==> src/hdl/rsa_signature_padding_check_assert.svh <==
// assertion macros used by the padding check top module
`ifndef RSA_SIGNATURE_PADDING_CHECK_ASSERT_SVH
`define RSA_SIGNATURE_PADDING_CHECK_ASSERT_SVH

// consequent must hold in the same cycle as the antecedent
`define RSAPC_ASSERT_NOW(lbl, clk, rstn, ante, cons, msg) \
  lbl: assert property (@(posedge clk) disable iff (!rstn) (ante) |-> (cons)) else $error(msg);

// consequent must hold in the cycle after the antecedent
`define RSAPC_ASSERT_NEXT(lbl, clk, rstn, ante, cons, msg) \
  lbl: assert property (@(posedge clk) disable iff (!rstn) (ante) |=> (cons)) else $error(msg);

`endif

==> src/hdl/rsapc_pkg.sv <==
// types, constants and prefix tables for the rsa signature padding check
package rsapc_pkg;

  localparam int HashBytes     = 20;
  localparam int MaxBlockBytes = 512;
  localparam int LongLen       = 15;
  localparam int ShortLen      = 13;
  localparam int WinLen        = 16;
  localparam int WinBase       = HashBytes;
  localparam int LastWinPos    = HashBytes + WinLen - 1;
  localparam int PosW          = $clog2(MaxBlockBytes + 1);
  localparam int HashIdxW      = $clog2(HashBytes);
  localparam int WinIdxW       = $clog2(WinLen);
  localparam int MsW           = 9;
  localparam int MsReset       = 256;
  localparam int CfgAddrW      = 3;
  localparam int CfgDataW      = 32;

  localparam logic [7:0] ByteFf   = 8'hff;
  localparam logic [7:0] ByteOne  = 8'h01;
  localparam logic [7:0] ByteZero = 8'h00;

  localparam logic ReqHash  = 1'b0;
  localparam logic ReqBlock = 1'b1;

  localparam logic RegModulusSize = 1'b0;

  typedef enum logic [1:0] {
    FAIL_NONE  = 2'd0,
    FAIL_HASH  = 2'd1,
    FAIL_PAD   = 2'd2,
    FAIL_SHORT = 2'd3
  } fail_reason_e;

  typedef struct packed {
    logic       req_type;
    logic [7:0] data_byte;
    logic       last_byte;
  } in_item_t;

  typedef struct packed {
    logic       signature_ok;
    logic [1:0] fail_reason;
  } out_item_t;

  typedef struct packed {
    logic       en;
    logic [7:0] data;
  } hash_wr_t;

  typedef struct packed {
    logic       fire;
    logic       last;
    logic [7:0] data;
  } blk_op_t;

  function automatic logic [7:0] long_prefix_byte(input logic [WinIdxW-1:0] k);
    logic [7:0] r;
    case (k)
      4'd0:    r = 8'h14;
      4'd1:    r = 8'h04;
      4'd2:    r = 8'h00;
      4'd3:    r = 8'h05;
      4'd4:    r = 8'h1a;
      4'd5:    r = 8'h02;
      4'd6:    r = 8'h03;
      4'd7:    r = 8'h0e;
      4'd8:    r = 8'h2b;
      4'd9:    r = 8'h05;
      4'd10:   r = 8'h06;
      4'd11:   r = 8'h09;
      4'd12:   r = 8'h30;
      4'd13:   r = 8'h21;
      4'd14:   r = 8'h30;
      default: r = 8'h00;
    endcase
    return r;
  endfunction

  function automatic logic [7:0] short_prefix_byte(input logic [WinIdxW-1:0] k);
    logic [7:0] r;
    case (k)
      4'd0:    r = 8'h14;
      4'd1:    r = 8'h04;
      4'd2:    r = 8'h1a;
      4'd3:    r = 8'h02;
      4'd4:    r = 8'h03;
      4'd5:    r = 8'h0e;
      4'd6:    r = 8'h2b;
      4'd7:    r = 8'h05;
      4'd8:    r = 8'h06;
      4'd9:    r = 8'h07;
      4'd10:   r = 8'h30;
      4'd11:   r = 8'h1f;
      4'd12:   r = 8'h30;
      default: r = 8'h00;
    endcase
    return r;
  endfunction

endpackage

==> src/hdl/rsa_signature_padding_check.sv <==
// an accepted item is held in the input register, checked from there, and its verdict loaded into the result reg
// throughput: one item per cycle, set by the single check stage between input and result regs, unless stalled
// by a verdict item waiting on a stuck result slot; a new item is taken while a verdict waits, unless the held
// item is itself a verdict. reset: async active low; clears block state, hash load count and valids,
// modulus_size to 256. stored hash bytes are not cleared by reset
module rsa_signature_padding_check (
  input  logic                             clk_i,
  input  logic                             rst_ni,
  input  logic                             in_valid_i,
  output logic                             in_ready_o,
  input  rsapc_pkg::in_item_t              in_item_i,
  output logic                             out_valid_o,
  input  logic                             out_ready_i,
  output rsapc_pkg::out_item_t             out_item_o,
  input  logic                             psel,
  input  logic                             penable,
  input  logic                             pwrite,
  input  logic [rsapc_pkg::CfgAddrW-1:0]   paddr,
  input  logic [rsapc_pkg::CfgDataW-1:0]   pwdata,
  output logic [rsapc_pkg::CfgDataW-1:0]   prdata,
  output logic                             pready
);
  import rsapc_pkg::*;
  `include "rsa_signature_padding_check_assert.svh"

  logic          in_valid_q, in_valid_d;
  in_item_t      in_item_q;
  logic          out_valid_q, out_valid_d;
  out_item_t     out_item_q;
  logic [MsW-1:0] ms_q;

  logic          in_fire;
  logic          proc_fire;
  logic          is_verdict;
  logic          verdict_fire;
  logic          ok_agrees;
  logic          verdict_stuck;
  hash_wr_t      hash_wr;
  blk_op_t       blk_op;
  logic [HashIdxW-1:0] hash_idx;
  logic [7:0]    hash_byte;
  fail_reason_e  fail_reason;
  logic          cfg_wr;

  // config port
  assign pready = 1'b1;
  assign cfg_wr = psel && penable && pwrite && (paddr[CfgAddrW-1] == RegModulusSize);
  assign prdata = (paddr[CfgAddrW-1] == RegModulusSize) ? CfgDataW'(ms_q) : '0;

  always_ff @(posedge clk_i or negedge rst_ni) begin
    if (!rst_ni) begin
      ms_q <= MsW'(MsReset);
    end else if (cfg_wr) begin
      ms_q <= pwdata[MsW-1:0];
    end
  end

  // the held item moves on unless it is a verdict and the result slot is stuck
  assign is_verdict = (in_item_q.req_type == ReqBlock) && in_item_q.last_byte;
  assign proc_fire  = in_valid_q && (!is_verdict || !out_valid_q || out_ready_i);
  assign in_ready_o = !in_valid_q || proc_fire;
  assign in_fire    = in_valid_i && in_ready_o;

  always_comb begin
    in_valid_d = in_valid_q;
    if (in_fire) begin
      in_valid_d = 1'b1;
    end else if (proc_fire) begin
      in_valid_d = 1'b0;
    end
  end

  always_ff @(posedge clk_i or negedge rst_ni) begin
    if (!rst_ni) begin
      in_valid_q <= 1'b0;
    end else begin
      in_valid_q <= in_valid_d;
    end
  end

  always_ff @(posedge clk_i) begin
    if (in_fire) begin
      in_item_q <= in_item_i;
    end
  end

  assign hash_wr.en   = proc_fire && (in_item_q.req_type == ReqHash);
  assign hash_wr.data = in_item_q.data_byte;
  assign blk_op.fire  = proc_fire && (in_item_q.req_type == ReqBlock);
  assign blk_op.last  = in_item_q.last_byte;
  assign blk_op.data  = in_item_q.data_byte;

  rsapc_hash_store u_hash_store (
    .clk_i     (clk_i),
    .rst_ni    (rst_ni),
    .wr_i      (hash_wr),
    .rd_idx_i  (hash_idx),
    .rd_data_o (hash_byte)
  );

  rsapc_check u_check (
    .clk_i          (clk_i),
    .rst_ni         (rst_ni),
    .blk_i          (blk_op),
    .modulus_size_i (ms_q),
    .hash_byte_i    (hash_byte),
    .hash_idx_o     (hash_idx),
    .fail_reason_o  (fail_reason)
  );

  assign verdict_fire = blk_op.fire && blk_op.last;

  // result register
  always_comb begin
    out_valid_d = out_valid_q;
    if (verdict_fire) begin
      out_valid_d = 1'b1;
    end else if (out_ready_i) begin
      out_valid_d = 1'b0;
    end
  end

  always_ff @(posedge clk_i or negedge rst_ni) begin
    if (!rst_ni) begin
      out_valid_q <= 1'b0;
    end else begin
      out_valid_q <= out_valid_d;
    end
  end

  always_ff @(posedge clk_i) begin
    if (verdict_fire) begin
      out_item_q.signature_ok <= (fail_reason == FAIL_NONE);
      out_item_q.fail_reason  <= fail_reason;
    end
  end

  assign out_valid_o = out_valid_q;
  assign out_item_o  = out_item_q;

  assign ok_agrees     = out_item_q.signature_ok == (out_item_q.fail_reason == FAIL_NONE);
  assign verdict_stuck = out_valid_q && !out_ready_i && in_valid_q && is_verdict;

  `RSAPC_ASSERT_NEXT(a_verdict_lands, clk_i, rst_ni, verdict_fire, out_valid_q, "verdict lost")
  `RSAPC_ASSERT_NOW(a_ok_matches, clk_i, rst_ni, out_valid_q, ok_agrees, "ok flag mismatch")
  `RSAPC_ASSERT_NOW(a_verdict_held, clk_i, rst_ni, verdict_stuck, !in_ready_o, "item moved")

endmodule

==> src/hdl/rsapc_hash_store.sv <==
// expected hash byte store, filled in reverse order by a wrapping load counter
module rsapc_hash_store (
  input  logic                               clk_i,
  input  logic                               rst_ni,
  input  rsapc_pkg::hash_wr_t                wr_i,
  input  logic [rsapc_pkg::HashIdxW-1:0]     rd_idx_i,
  output logic [7:0]                         rd_data_o
);
  import rsapc_pkg::*;

  logic [7:0]          mem_q [HashBytes];
  logic [HashIdxW-1:0] cnt_q, cnt_d;
  logic [HashIdxW-1:0] wr_idx;

  assign wr_idx = HashIdxW'(HashBytes - 1) - cnt_q;

  always_comb begin
    cnt_d = cnt_q;
    if (wr_i.en) begin
      cnt_d = (cnt_q == HashIdxW'(HashBytes - 1)) ? '0 : cnt_q + 1'b1;
    end
  end

  always_ff @(posedge clk_i or negedge rst_ni) begin
    if (!rst_ni) begin
      cnt_q <= '0;
    end else begin
      cnt_q <= cnt_d;
    end
  end

  always_ff @(posedge clk_i) begin
    if (wr_i.en) begin
      mem_q[wr_idx] <= wr_i.data;
    end
  end

  // block bytes only look here while the position is below the hash length
  assign rd_data_o = (rd_idx_i < HashIdxW'(HashBytes)) ? mem_q[rd_idx_i] : ByteZero;

endmodule

==> src/hdl/rsapc_check.sv <==
// per-byte block state update and verdict for the padding check
module rsapc_check (
  input  logic                           clk_i,
  input  logic                           rst_ni,
  input  rsapc_pkg::blk_op_t             blk_i,
  input  logic [rsapc_pkg::MsW-1:0]      modulus_size_i,
  input  logic [7:0]                     hash_byte_i,
  output logic [rsapc_pkg::HashIdxW-1:0] hash_idx_o,
  output rsapc_pkg::fail_reason_e        fail_reason_o
);
  import rsapc_pkg::*;

  logic [PosW-1:0]   pos_q, pos_d;
  logic              hash_ok_q, hash_ok_d;
  logic              long_ok_q, long_ok_d;
  logic              short_ok_q, short_ok_d;
  logic [WinLen-1:0] ff_q, ff_d;
  logic [WinLen-1:0] zero_q, zero_d;
  logic              tail_ok_q, tail_ok_d;

  logic [PosW-1:0]    ms;
  logic [PosW:0]      ms_w;
  logic [PosW-1:0]    win_off;
  logic [WinIdxW-1:0] k_idx;
  logic [WinIdxW-1:0] zp_k;
  logic [PosW-1:0]    needed;
  logic               in_buf, in_hash, in_win;
  logic               pad_ok;

  assign ms      = PosW'(modulus_size_i);
  assign ms_w    = (PosW + 1)'(modulus_size_i);
  assign win_off = pos_q - PosW'(WinBase);
  assign k_idx   = win_off[WinIdxW-1:0];
  assign in_buf  = pos_q < PosW'(MaxBlockBytes);
  assign in_hash = pos_q < PosW'(HashBytes);
  assign in_win  = (pos_q >= PosW'(WinBase)) && (pos_q <= PosW'(LastWinPos));
  assign hash_idx_o = pos_q[HashIdxW-1:0];

  // state after taking the current byte
  always_comb begin
    hash_ok_d  = hash_ok_q;
    long_ok_d  = long_ok_q;
    short_ok_d = short_ok_q;
    ff_d       = ff_q;
    zero_d     = zero_q;
    tail_ok_d  = tail_ok_q;
    if (in_buf) begin
      if (in_hash && blk_i.data != hash_byte_i) begin
        hash_ok_d = 1'b0;
      end
      if (in_win) begin
        if (k_idx < WinIdxW'(LongLen) && blk_i.data != long_prefix_byte(k_idx)) begin
          long_ok_d = 1'b0;
        end
        if (k_idx < WinIdxW'(ShortLen) && blk_i.data != short_prefix_byte(k_idx)) begin
          short_ok_d = 1'b0;
        end
        if (blk_i.data == ByteFf) begin
          ff_d[k_idx] = 1'b1;
        end
        if (blk_i.data == ByteZero) begin
          zero_d[k_idx] = 1'b1;
        end
      end
      if (pos_q == ms && blk_i.data != ByteZero) begin
        tail_ok_d = 1'b0;
      end
      if (ms != '0 && pos_q == ms - 1'b1 && blk_i.data != ByteOne) begin
        tail_ok_d = 1'b0;
      end
      if (pos_q > PosW'(LastWinPos) && ((PosW + 1)'(pos_q) + 1'b1) < ms_w &&
          blk_i.data != ByteFf) begin
        tail_ok_d = 1'b0;
      end
    end
  end

  // verdict from the updated state
  always_comb begin
    if (long_ok_d) begin
      zp_k = WinIdxW'(LongLen);
    end else if (short_ok_d) begin
      zp_k = WinIdxW'(ShortLen);
    end else begin
      zp_k = '0;
    end
    pad_ok = tail_ok_d && zero_d[zp_k];
    for (int k = 0; k < WinLen; k++) begin
      if (WinIdxW'(k) > zp_k && (PosW + 1)'(WinBase + k + 1) < ms_w && !ff_d[k]) begin
        pad_ok = 1'b0;
      end
    end
    needed = (ms > PosW'(LastWinPos)) ? ms : PosW'(LastWinPos);
    if (!hash_ok_d) begin
      fail_reason_o = FAIL_HASH;
    end else if (needed >= PosW'(MaxBlockBytes) || pos_q < needed) begin
      fail_reason_o = FAIL_SHORT;
    end else if (!pad_ok) begin
      fail_reason_o = FAIL_PAD;
    end else begin
      fail_reason_o = FAIL_NONE;
    end
  end

  always_comb begin
    pos_d = pos_q;
    if (in_buf) begin
      pos_d = pos_q + 1'b1;
    end
  end

  always_ff @(posedge clk_i or negedge rst_ni) begin
    if (!rst_ni) begin
      pos_q      <= '0;
      hash_ok_q  <= 1'b1;
      long_ok_q  <= 1'b1;
      short_ok_q <= 1'b1;
      ff_q       <= '0;
      zero_q     <= '0;
      tail_ok_q  <= 1'b1;
    end else if (blk_i.fire) begin
      if (blk_i.last) begin
        // verdict given, start a fresh block
        pos_q      <= '0;
        hash_ok_q  <= 1'b1;
        long_ok_q  <= 1'b1;
        short_ok_q <= 1'b1;
        ff_q       <= '0;
        zero_q     <= '0;
        tail_ok_q  <= 1'b1;
      end else begin
        pos_q      <= pos_d;
        hash_ok_q  <= hash_ok_d;
        long_ok_q  <= long_ok_d;
        short_ok_q <= short_ok_d;
        ff_q       <= ff_d;
        zero_q     <= zero_d;
        tail_ok_q  <= tail_ok_d;
      end
    end
  end

endmodule
==> config.mk <==
export PLATFORM = sky130hd
export DESIGN_NAME = rsa_signature_padding_check
export DESIGN_NICKNAME = d
export VERILOG_FILES = /design/src/hdl/rsapc_pkg.sv /design/src/hdl/rsa_signature_padding_check.sv /design/src/hdl/rsapc_hash_store.sv /design/src/hdl/rsapc_check.sv
export VERILOG_INCLUDE_DIRS = /design/src /design/src/hdl
export SDC_FILE = /design/constraint.sdc
export NUM_CORES = 1
export LEC_CHECK = 0
export ABC_AREA = 1
export BUFFER_PORTS_ARGS = -buffer_cell sky130_fd_sc_hd__buf_2
export CORE_ASPECT_RATIO = 1.2
export CORE_MARGIN = 2
export CORE_UTILIZATION = 55
export CTS_CLUSTER_SIZE = 28
export DETAILED_ROUTE_END_ITERATION = 10
export GPL_TIMING_DRIVEN = 0
export PLACE_DENSITY = 0.84
export SLEW_MARGIN = 20
export SYNTH_ARGS = -nofsm -noshare
export SYNTH_HDL_FRONTEND = slang
export SYNTH_HIERARCHICAL = 1
export SYNTH_SLANG_ARGS = --single-unit
==> constraint.sdc <==
create_clock -name clk_i -period 3.2 [get_ports clk_i]
set_input_delay 0.16 -clock clk_i [delete_from_list [all_inputs] [get_ports clk_i]]
set_output_delay 0.16 -clock clk_i [all_outputs]
set_load 0.01 [all_outputs]
==> results of run 1 <==
==> cell type report <==
type                       instances  share of cell area
sequential                       221              0.4612
multi-input combinational        949              0.3310
inverter                         189             0.05156
clock buffer                      28             0.04418
timing repair buffer              82             0.04229
buffer                            71             0.03932
tap                              274             0.02465
clock inverter                    13            0.005759
==> path summary, 6_finish.rpt <==
path | cells past startpoint | end | from | slack (ns)
min in group asynchronous | 2 | u_check/ff_q[8] | rst_ni | 0.24
worst max register to register | 16 | out_item_o[2] | u_check/pos_q[1] | 0.1
worst min register to register | 2 | u_check/tail_ok_q | u_check/tail_ok_q | 0.49
worst max-delay path | 16 | out_item_o[2] | u_check/pos_q[1] | 0.1
worst min-delay path | 4 | ms_q[5] | paddr[2] | 0.02
max in group asynchronous | 2 | u_check/pos_q[2] | rst_ni | 2.48
==> synth_stat cells, drive strengths merged, types with 2 or more instances <==
library cell  instances
a21boi                2
a21o                  2
a21oi                50
a22oi                 5
a31oi                 5
buf                  67
clkbuf                5
clkinv                3
conb                  2
dfrtp                43
dfstp                 5
edfxtp              173
ha                   37
inv                 186
nand2               426
nand3               158
nand3b                5
nand4                 5
nor2                142
nor3                  9
o211ai                9
o21ai                35
o22ai                 6
o31ai                 2
or2                   2
xnor2                10
xor2                 11
==> layer usage <==
layer | part of all wire | GRT usage | up-vias
met5 | 0 | 0 | -
met4 | 0.072 | 0.1599 | 0
met3 | 0.073 | 0.03767 | 170
met2 | 0.50 | 0.4866 | 553
met1 | 0.35 | 0.3027 | 4585
li1 | - | - | 4769
==> cells in the final DEF, fill, tap and decap left out, types with 10 or more instances in the layout <==
cell,instances
sky130_fd_sc_hd__xor2_1,11
sky130_fd_sc_hd__edfxtp_1,173
sky130_fd_sc_hd__xnor2_1,10
sky130_fd_sc_hd__dfrtp_1,34
sky130_fd_sc_hd__clkbuf_16,23
sky130_fd_sc_hd__nor2_2,15
sky130_fd_sc_hd__ha_1,35
sky130_fd_sc_hd__nand2_1,420
sky130_fd_sc_hd__inv_1,174
sky130_fd_sc_hd__buf_6,15
sky130_fd_sc_hd__conb_1,24
sky130_fd_sc_hd__o21ai_1,16
sky130_fd_sc_hd__o21ai_0,19
sky130_fd_sc_hd__nor2_1,124
sky130_fd_sc_hd__nand3_1,157
sky130_fd_sc_hd__a21oi_1,49
sky130_fd_sc_hd__dlygate4sd3_1,24
sky130_fd_sc_hd__inv_2,10
sky130_fd_sc_hd__buf_2,46
sky130_fd_sc_hd__buf_4,60
==> worst reg2reg max path, delay by kind of cell (launching register included) <==
family                 cells  cell delay, ns
buffers and inverters      4            0.73
flip-flops                 1            0.48
AND/OR/NAND/NOR           10            1.18
AO/OA/AOI/OAI              2            0.47
==> cells by family (layout without fill, tap and decap cells) <==
| family | after synthesis | in the layout | synth area share |
|---|---|---|---|
| and+or+nand+nor | 748 | 748 | 0.2587 |
| buffers and inverters | 261 | 383 | 0.1027 |
| other | 2 | 24 | 0.0006208 |
| adders and majority gates | 37 | 37 | 0.03827 |
| AOI/OAI and AO/OA | 119 | 119 | 0.05523 |
| xor gates and xnor gates | 21 | 21 | 0.01520 |
| DFF | 221 | 221 | 0.5293 |
==> metrics by stage <==
stage          hold slack (ns)  std cells    util  setup slack [ns]  power [mW]
2_1_floorplan          -0.1356       1431       -            0.4363       4.649
3_3_place_gp            0.3376       1744  0.5880           -0.2080       5.119
3_5_place_dp            0.3381       1744  0.5880           -0.2478       5.170
4_1_cts               0.001155       1813  0.6334           0.02240       7.656
5_1_grt                0.03701       1827  0.6429          -0.05099       8.108
6_report               0.01831       1827  0.6429           0.09669       7.742
==> state kept, by name, indices dropped and copies added (netlist names) <==
register,flops
in_valid_q,1
u_check/pos_q,10
u_check/hash_ok_q,1
u_check/zero_q,3
u_hash_store/mem_q,160
u_check/ff_q,15
u_check/tail_ok_q,1
out_item_o,3
u_hash_store/cnt_q,5
u_check/long_ok_q,1
in_item_q,1
blk_op,9
ms_q,9
out_valid_o,1
u_check/short_ok_q,1
==> power groups by stage <==
stage | combinational [mW] | sequential, mW | clock (mW)
after floorplan | 1.21 | 3.43 | 0
after global placement | 1.62 | 3.49 | 0
after detailed placement | 1.66 | 3.51 | 0
after CTS | 1.72 | 3.45 | 2.49
after global routing | 2.02 | 3.47 | 2.62
final | 1.83 | 3.45 | 2.46
==> timing repair <==
item	in CTS	in global routing
hold buffers	24	0
setup endpoints to repair	2	3
hold endpoints to repair	64	0
resized for setup	6	34
gates cloned	0	0
pin swaps	0	4
buffers inserted	4	14
==> impl_metrics.sql, run 1 <==
INSERT INTO impl_metrics (metric_group, metric, value, unit) VALUES
('sta', 'timing.slew.headroom', '0.2817', ''),
('pwr', 'sw_frac_of_total', '0.3192', ''),
('detailed_routing', 'average_routed_wire_per_standard_cell', '17.43', 'um'),
('yosys', 'synth_top_area_share', '0.4295', ''),
('yosys', 'synth-seq-area-share', '0.5293', ''),
('pwr', 'combPwrFrac', '0.236', ''),
('placement', 'dpl_cell_area', '0.01272', 'mm2'),
('cells_and_area', 'share_of_post_route_cells_with_drive_strength_above_1', '0.1404', ''),
('floorplanning', 'die-height', '166.5', 'um'),
('pwr', 'leakagePower', '6.396', 'nW'),
('placement', 'gpl.final_weighted_congestion', '0.9680', ''),
('placement', 'io_buffer_count', '39', ''),
('placement', 'dpl.hpwl', '21750', 'um'),
('sta', 'period_minus_slack', '3.103', 'ns'),
('pwr', 'internal_power', '5.271', 'mW'),
('detailed_routing', 'vias_per_cell', '5.516', ''),
('min_path', 'hold_path_class', 'input port to register', ''),
('clock_tree', 'tritoncts_num_sinks', '221', ''),
('clock_tree', 'tritoncts_clock_tree', 'yes', ''),
('yosys', 'ys.warnings.count', '6', ''),
('sta', 'max_freq', '322.2', 'MHz'),
('yosys', 'post_synth.cell_area_avg', '8.585', 'um2'),
('detailed_routing', 'detailroute.via_count', '10077', ''),
('clock_tree', 'numCtsBuffers', '23', ''),
('run', 'cap_viol_max_count', '0', ''),
('clock_tree', 'clock_tree.buffer_depth', '3', ''),
('worst_setup_path', 'critPathMaxStageDelay', '0.48', 'ns'),
('pwr', 'power.net_switching', '2.471', 'mW'),
('worst_setup_path', 'worst-path-buf-inv', '4', ''),
('yosys', 'synth_cell_type_count', '44', ''),
('yosys', 'synth.area.top_cells', 'sky130_fd_sc_hd__edfxtp_1 43%, sky130_fd_sc_hd__nand2_1 13%, sky130_fd_sc_hd__dfrtp_1 8.9%, sky130_fd_sc_hd__nand3_1 6.5%, sky130_fd_sc_hd__inv_1 5.5%', ''),
('sta', 'fin_tns_setup', '0', 'ns'),
('cells_and_area', 'area.sequential', '0.006414', 'mm2'),
('detailed_routing', 'post_drt_antenna_nets', '0', ''),
('worst_setup_path', 'critical_path.top_delay_family', 'simple AND/OR/NAND/NOR gates', ''),
('pwr', 'power.clock.fraction', '0.318', ''),
('cells_and_area', 'area_of_the_multi_input_gates', '0.004603', 'mm2'),
('cells_and_area', 'antenna_cells', '0', ''),
('clock_tree', 'clock_tree.root_cell', 'sky130_fd_sc_hd__clkbuf_16', ''),
('worst_setup_path', 'critical_path_cell_by_cell', 'buf_4, buf_4, inv_1, buf_4, nand3_1, a21oi_1, nor2_1, a21oi_1, or2_2, nand3_1, nor4_2, nand3_1, nand3_2, nand2_1, nor2_1, nor2_1', ''),
('worst_setup_path', 'crit_fanout', '10', ''),
('detailed_routing', 'drcViolationCount', '0', ''),
('cells_and_area', 'final_net_count', '1626', ''),
('worst_setup_path', 'worst-endpoint-arrival', '3.35', 'ns'),
('sta', 'final_min_period_over_clock_period', '0.9698', ''),
('outcome', 'status', 'finished clean', ''),
('sta', 'hold_violations', '0', ''),
('worst_setup_path', 'crit_path_end_kind', 'register', ''),
('sta', 'max_slew.worst_pin.slew', '1.077', 'ns'),
('pwr', 'vdd_drop_max', '0.4986', 'mV'),
('yosys', 'synth_top_area_cell', 'sky130_fd_sc_hd__edfxtp_1', ''),
('worst_setup_path', 'setup.worst_path.class', 'register to register', ''),
('worst_setup_path', 'cp_slowest_cell', 'sky130_fd_sc_hd__dfrtp_2', ''),
('yosys', 'synth.cell_area', '0.01210', 'mm2'),
('pwr', 'share_seq_of_total_power', '0.445', ''),
('cells_and_area', 'design_area_final', '0.01391', 'mm2'),
('floorplanning', 'ios', '90', ''),
('clock_tree', 'cts.reportedPaths.clkPinSlew', '0.06', 'ns'),
('yosys', 'ys_dominant_reg_cell', 'sky130_fd_sc_hd__edfxtp_1', ''),
('cells_and_area', 'fill_cells', '1746', ''),
('global_routing', 'grt-ovfl-total', '0', ''),
('worst_setup_path', 'crit_required', '3.45', 'ns'),
('floorplanning', 'core-area', '0.02163', 'mm2'),
('global_routing', 'number_of_antenna_violations_at_the_first_check_in_global_routing', '0', ''),
('clock_tree', 'clk-insertion-delay-late', '0.51', 'ns'),
('sta', 'timing.final.max_slew_violations', '0', ''),
('worst_setup_path', 'worstSetupStartpointType', 'register', ''),
('global_routing', 'grt_pass1_wl', '49800', 'um'),
('yosys', 'asyncSetResetFlopFracSynth', '0.2172', ''),
('floorplanning', 'rows', '59', ''),
('sta', 'timing.final.setup_violations', '0', '');
No activity file was read; power rests on OpenSTA's default activity.
==> run 2: changes to the inputs <==
--- a/config.mk
+++ b/config.mk
@@ -8,13 +8,15 @@
 export LEC_CHECK = 0
 export ABC_AREA = 1
 export BUFFER_PORTS_ARGS = -buffer_cell sky130_fd_sc_hd__buf_2
+export CELL_PAD_IN_SITES_DETAIL_PLACEMENT = 1
+export CELL_PAD_IN_SITES_GLOBAL_PLACEMENT = 2
 export CORE_ASPECT_RATIO = 1.2
 export CORE_MARGIN = 2
-export CORE_UTILIZATION = 55
+export CORE_UTILIZATION = 37
 export CTS_CLUSTER_SIZE = 28
 export DETAILED_ROUTE_END_ITERATION = 10
 export GPL_TIMING_DRIVEN = 0
-export PLACE_DENSITY = 0.84
+export PLACE_DENSITY = 0.89
 export SLEW_MARGIN = 20
 export SYNTH_ARGS = -nofsm -noshare
 export SYNTH_HDL_FRONTEND = slang
==> impl_metrics.sql, run 2 (synthesis gave the netlist of run 1 again) <==
INSERT INTO impl_metrics (metric_group, metric, value, unit) VALUES
('outcome', 'status', 'finished clean', ''),
('floorplanning', 'ios', '90', ''),
('floorplanning', 'core-area', '0.03225', 'mm2'),
('placement', 'detailedPlace.worstSlack', '-0.4350', 'ns'),
('sta', 'period_minus_slack', '3.039', 'ns'),
('detailed_routing', 'pre_repair_dr_iteration_count', '5', ''),
('clock_tree', 'clock_tree.root_cell', 'sky130_fd_sc_hd__clkbuf_16', ''),
('min_path', 'worst_hold_path.num_cells', '5', ''),
('sta', 'hold_violations', '0', ''),
('detailed_routing', 'detail_route.iter0.violations', '552', ''),
('pwr', 'design_power_total', '8.141', 'mW'),
('sta', 'timing.final.max_slew_violations', '0', ''),
('clock_tree', 'clock_tree.buffer_depth', '3', ''),
('pwr', 'leakagePower', '6.514', 'nW'),
('global_routing', 'grt_pass1_vias', '10368', ''),
('placement', 'dpl.hpwl', '25930', 'um'),
('clock_tree', 'numCtsBuffers', '24', ''),
('sta', 'finalHoldWorstSlack', '0.07481', 'ns'),
('worst_setup_path', 'critical_path_depth', '16', ''),
('cells_and_area', 'biggestRegsByFlops', 'u_hash_store/mem_q (160), u_check/ff_q (15), u_check/pos_q (10)', ''),
('worst_setup_path', 'crit_required', '3.48', 'ns'),
('worst_setup_path', 'critPathMaxStageDelay', '0.46', 'ns'),
('cells_and_area', 'syn2layout_area_growth', '19.20', '%'),
('floorplanning', 'initial_utilization', '0.3751', ''),
('detailed_routing', 'detailroute.via_count', '9912', ''),
('clock_tree', 'tritoncts_clock_tree', 'yes', ''),
('cells_and_area', 'layout.cells.most_common', 'sky130_fd_sc_hd__nand2_1', ''),
('min_path', 'hold_path_class', 'input port to register', ''),
('clock_tree', 'clk-insertion-delay-late', '0.56', 'ns'),
('worst_setup_path', 'worst-path-buf-inv', '4', ''),
('clock_tree', 'htree_levels', '1', ''),
('sta', 'timing.final.setup_violations', '0', ''),
('floorplanning', 'die-width', '169.1', 'um'),
('worst_setup_path', 'critical_path.top_delay_family', 'simple AND/OR/NAND/NOR gates', ''),
('sta', 'timing.clock.skew', '0.04011', 'ns'),
('worst_setup_path', 'crit_path_end_kind', 'register', ''),
('detailed_routing', 'average_routed_wire_per_standard_cell', '18.99', 'um'),
('global_routing', 'pin_count_of_the_biggest_net_entering_global_routing', '49', ''),
('global_routing', 'number_of_antenna_violations_at_the_first_check_in_global_routing', '0', ''),
('global_routing', 'grt_pass1_wl', '57260', 'um'),
('placement', 'io_buffer_count', '39', ''),
('detailed_routing', 'drcViolationCount', '0', ''),
('worst_setup_path', 'r2r_setup_slack', '0.16', 'ns'),
('cells_and_area', 'largest_reg_flops', '160', ''),
('pwr', 'vdd_drop_max', '0.3670', 'mV'),
('floorplanning', 'floorplan.die_area', '0.03416', 'mm2'),
('worst_setup_path', 'cp_common_cell', 'sky130_fd_sc_hd__nor2_1', ''),
('min_path', 'worst_hold_startpoint', 'paddr[2]', ''),
('min_path', 'min_to', 'ms_q[8]', ''),
('sta', 'max_freq', '329.0', 'MHz'),
('detailed_routing', 'drt_wl_total', '37640', 'um'),
('clock_tree', 'tritoncts_num_sinks', '221', ''),
('cells_and_area', 'fill_cells', '3844', ''),
('sta', 'max_slew.worst_pin.slew', '0.8538', 'ns'),
('worst_setup_path', 'crit_fanout', '10', ''),
('floorplanning', 'rows', '72', ''),
('clock_tree', 'cts.reportedPaths.clkPinSlew', '0.07', 'ns'),
('run', 'cap_viol_max_count', '0', ''),
('worst_setup_path', 'crit-reg2reg-capture', 'out_item_o[2]', ''),
('sta', 'timing.slew.headroom', '0.4287', ''),
('detailed_routing', 'vias_per_cell', '5.001', ''),
('cells_and_area', 'regMostFlops', 'u_hash_store/mem_q', ''),
('detailed_routing', 'post_drt_antenna_nets', '0', ''),
('global_routing', 'grt-ovfl-total', '0', ''),
('worst_setup_path', 'worst-endpoint-arrival', '3.31', 'ns'),
('worst_setup_path', 'r2r_cells', '16', ''),
('sta', 'final_min_period_over_clock_period', '0.9497', ''),
('cells_and_area', 'final_core_utilization', '0.4471', ''),
('sta', 'fin_ws', '0.1609', 'ns'),
('pwr', 'cellPowerDensity', '564.6', 'mW/mm2'),
('floorplanning', 'die-height', '202.1', 'um'),
('cells_and_area', 'share_of_post_route_cells_with_drive_strength_above_1', '0.1563', ''),
('worst_setup_path', 'critical_register_to_register_path_startpoint', 'u_check/pos_q[0]', ''),
('placement', 'gpl.final_weighted_congestion', '0.8253', ''),
('cells_and_area', 'final_net_count', '1645', ''),
('global_routing', 'globalRouteTotalUtil', '0.2191', ''),
('cells_and_area', 'leading_cell_types_in_the_layout_fill_and_taps_excluded', '418 x sky130_fd_sc_hd__nand2_1, 173 x sky130_fd_sc_hd__inv_1, 173 x sky130_fd_sc_hd__edfxtp_1', ''),
('worst_setup_path', 'setup.worst_path.class', 'register to register', ''),
('worst_setup_path', 'cp_slowest_cell', 'sky130_fd_sc_hd__dfrtp_2', ''),
('worst_setup_path', 'critical_path_cell_by_cell', 'buf_4, buf_6, inv_4, buf_4, nand2_1, nand3_1, a21oi_1, nor2_1, a21oi_1, xor2_1, nor4_2, nand3_1, nand3_2, nand2_1, nor2_1, nor2_1', ''),
('worst_setup_path', 'worstSetupStartpointType', 'register', ''),
('worst_setup_path', 'crit_start', 'u_check/pos_q[0]', '');
[run 2: changes by cell type in the layout (fill, tap and decap cells not counted), sizes merged]
cell         change
buf              +7
bufinv           +1
inv              -3
clkbuf           +8
dlygate4sd3      +8
diode            +1
[run 2: worst max-delay path by stage]
stage          slack (ns)             to
3_5_place_dp        -0.44  out_item_o[2]
5_1_grt             -0.04  out_item_o[2]
4_1_cts             0.006  out_item_o[2]
6_report             0.16  out_item_o[2]
2_1_floorplan        0.44  out_item_o[2]
3_3_place_gp        -0.39  out_item_o[2]
[run 2: worst min-delay path, cell delays in order]
cell,delay (ns)
sky130_fd_sc_hd__buf_6,0.13
sky130_fd_sc_hd__nor2_8,0.07
sky130_fd_sc_hd__nand2_4,0.12
sky130_fd_sc_hd__nand2_1,0.06
sky130_fd_sc_hd__nand2_1,0.05
[run 2: metal layers]
layer | vias to the layer above | global-route usage | wire, um
met1 | 4805 | 0.2492 | 14740
met3 | 71 | 0.02428 | 1530
met5 | - | 0 | 0
met4 | 0 | 0.09921 | 1578
met2 | 227 | 0.4097 | 19790
li1 | 4809 | - | -
[run 2: cell type report]
class,instances,area [um2],area share
antenna,1,2.502,0.0001736
timing repair buffer,100,788.3,0.05467
sequential,221,6415,0.4449
buffer,71,556.8,0.03862
clock buffer,33,664.4,0.04608
clock inverter,11,95.09,0.006595
inverter,189,724.4,0.05024
multi-input combinational,949,4663,0.3234
tap,407,509.2,0.03532
[run 2: stage by stage]
| step | instances | instance area (um2) | setup TNS, ns |
|---|---|---|---|
| 2_1_floorplan | 1431 | 12180 | 0 |
| 3_3_place_gp | 1877 | 12880 | -0.6963 |
| 6_report | 1982 | 14420 | 0 |
| 4_1_cts | 1958 | 14060 | 0 |
| 3_5_place_dp | 1877 | 12890 | -0.8507 |
| 5_1_grt | 1981 | 14420 | -0.04775 |
[run 2: repair_timing]
action	in CTS	in global routing
pin swaps	0	9
hold buffers	32	0
hold endpoints to repair	64	0
buffers inserted	6	19
gates cloned	0	0
resized for setup	20	36
setup endpoints to repair	3	6
[run 2: where the power goes]
group          internal (mW)  total [mW]  switching (mW)  leakage [nW]
clock                   1.54        2.72            1.18         0.381
combinational          0.671        1.98            1.31          3.96
sequential              3.27        3.43           0.160          2.17
total                   5.48        8.14            2.66          6.51
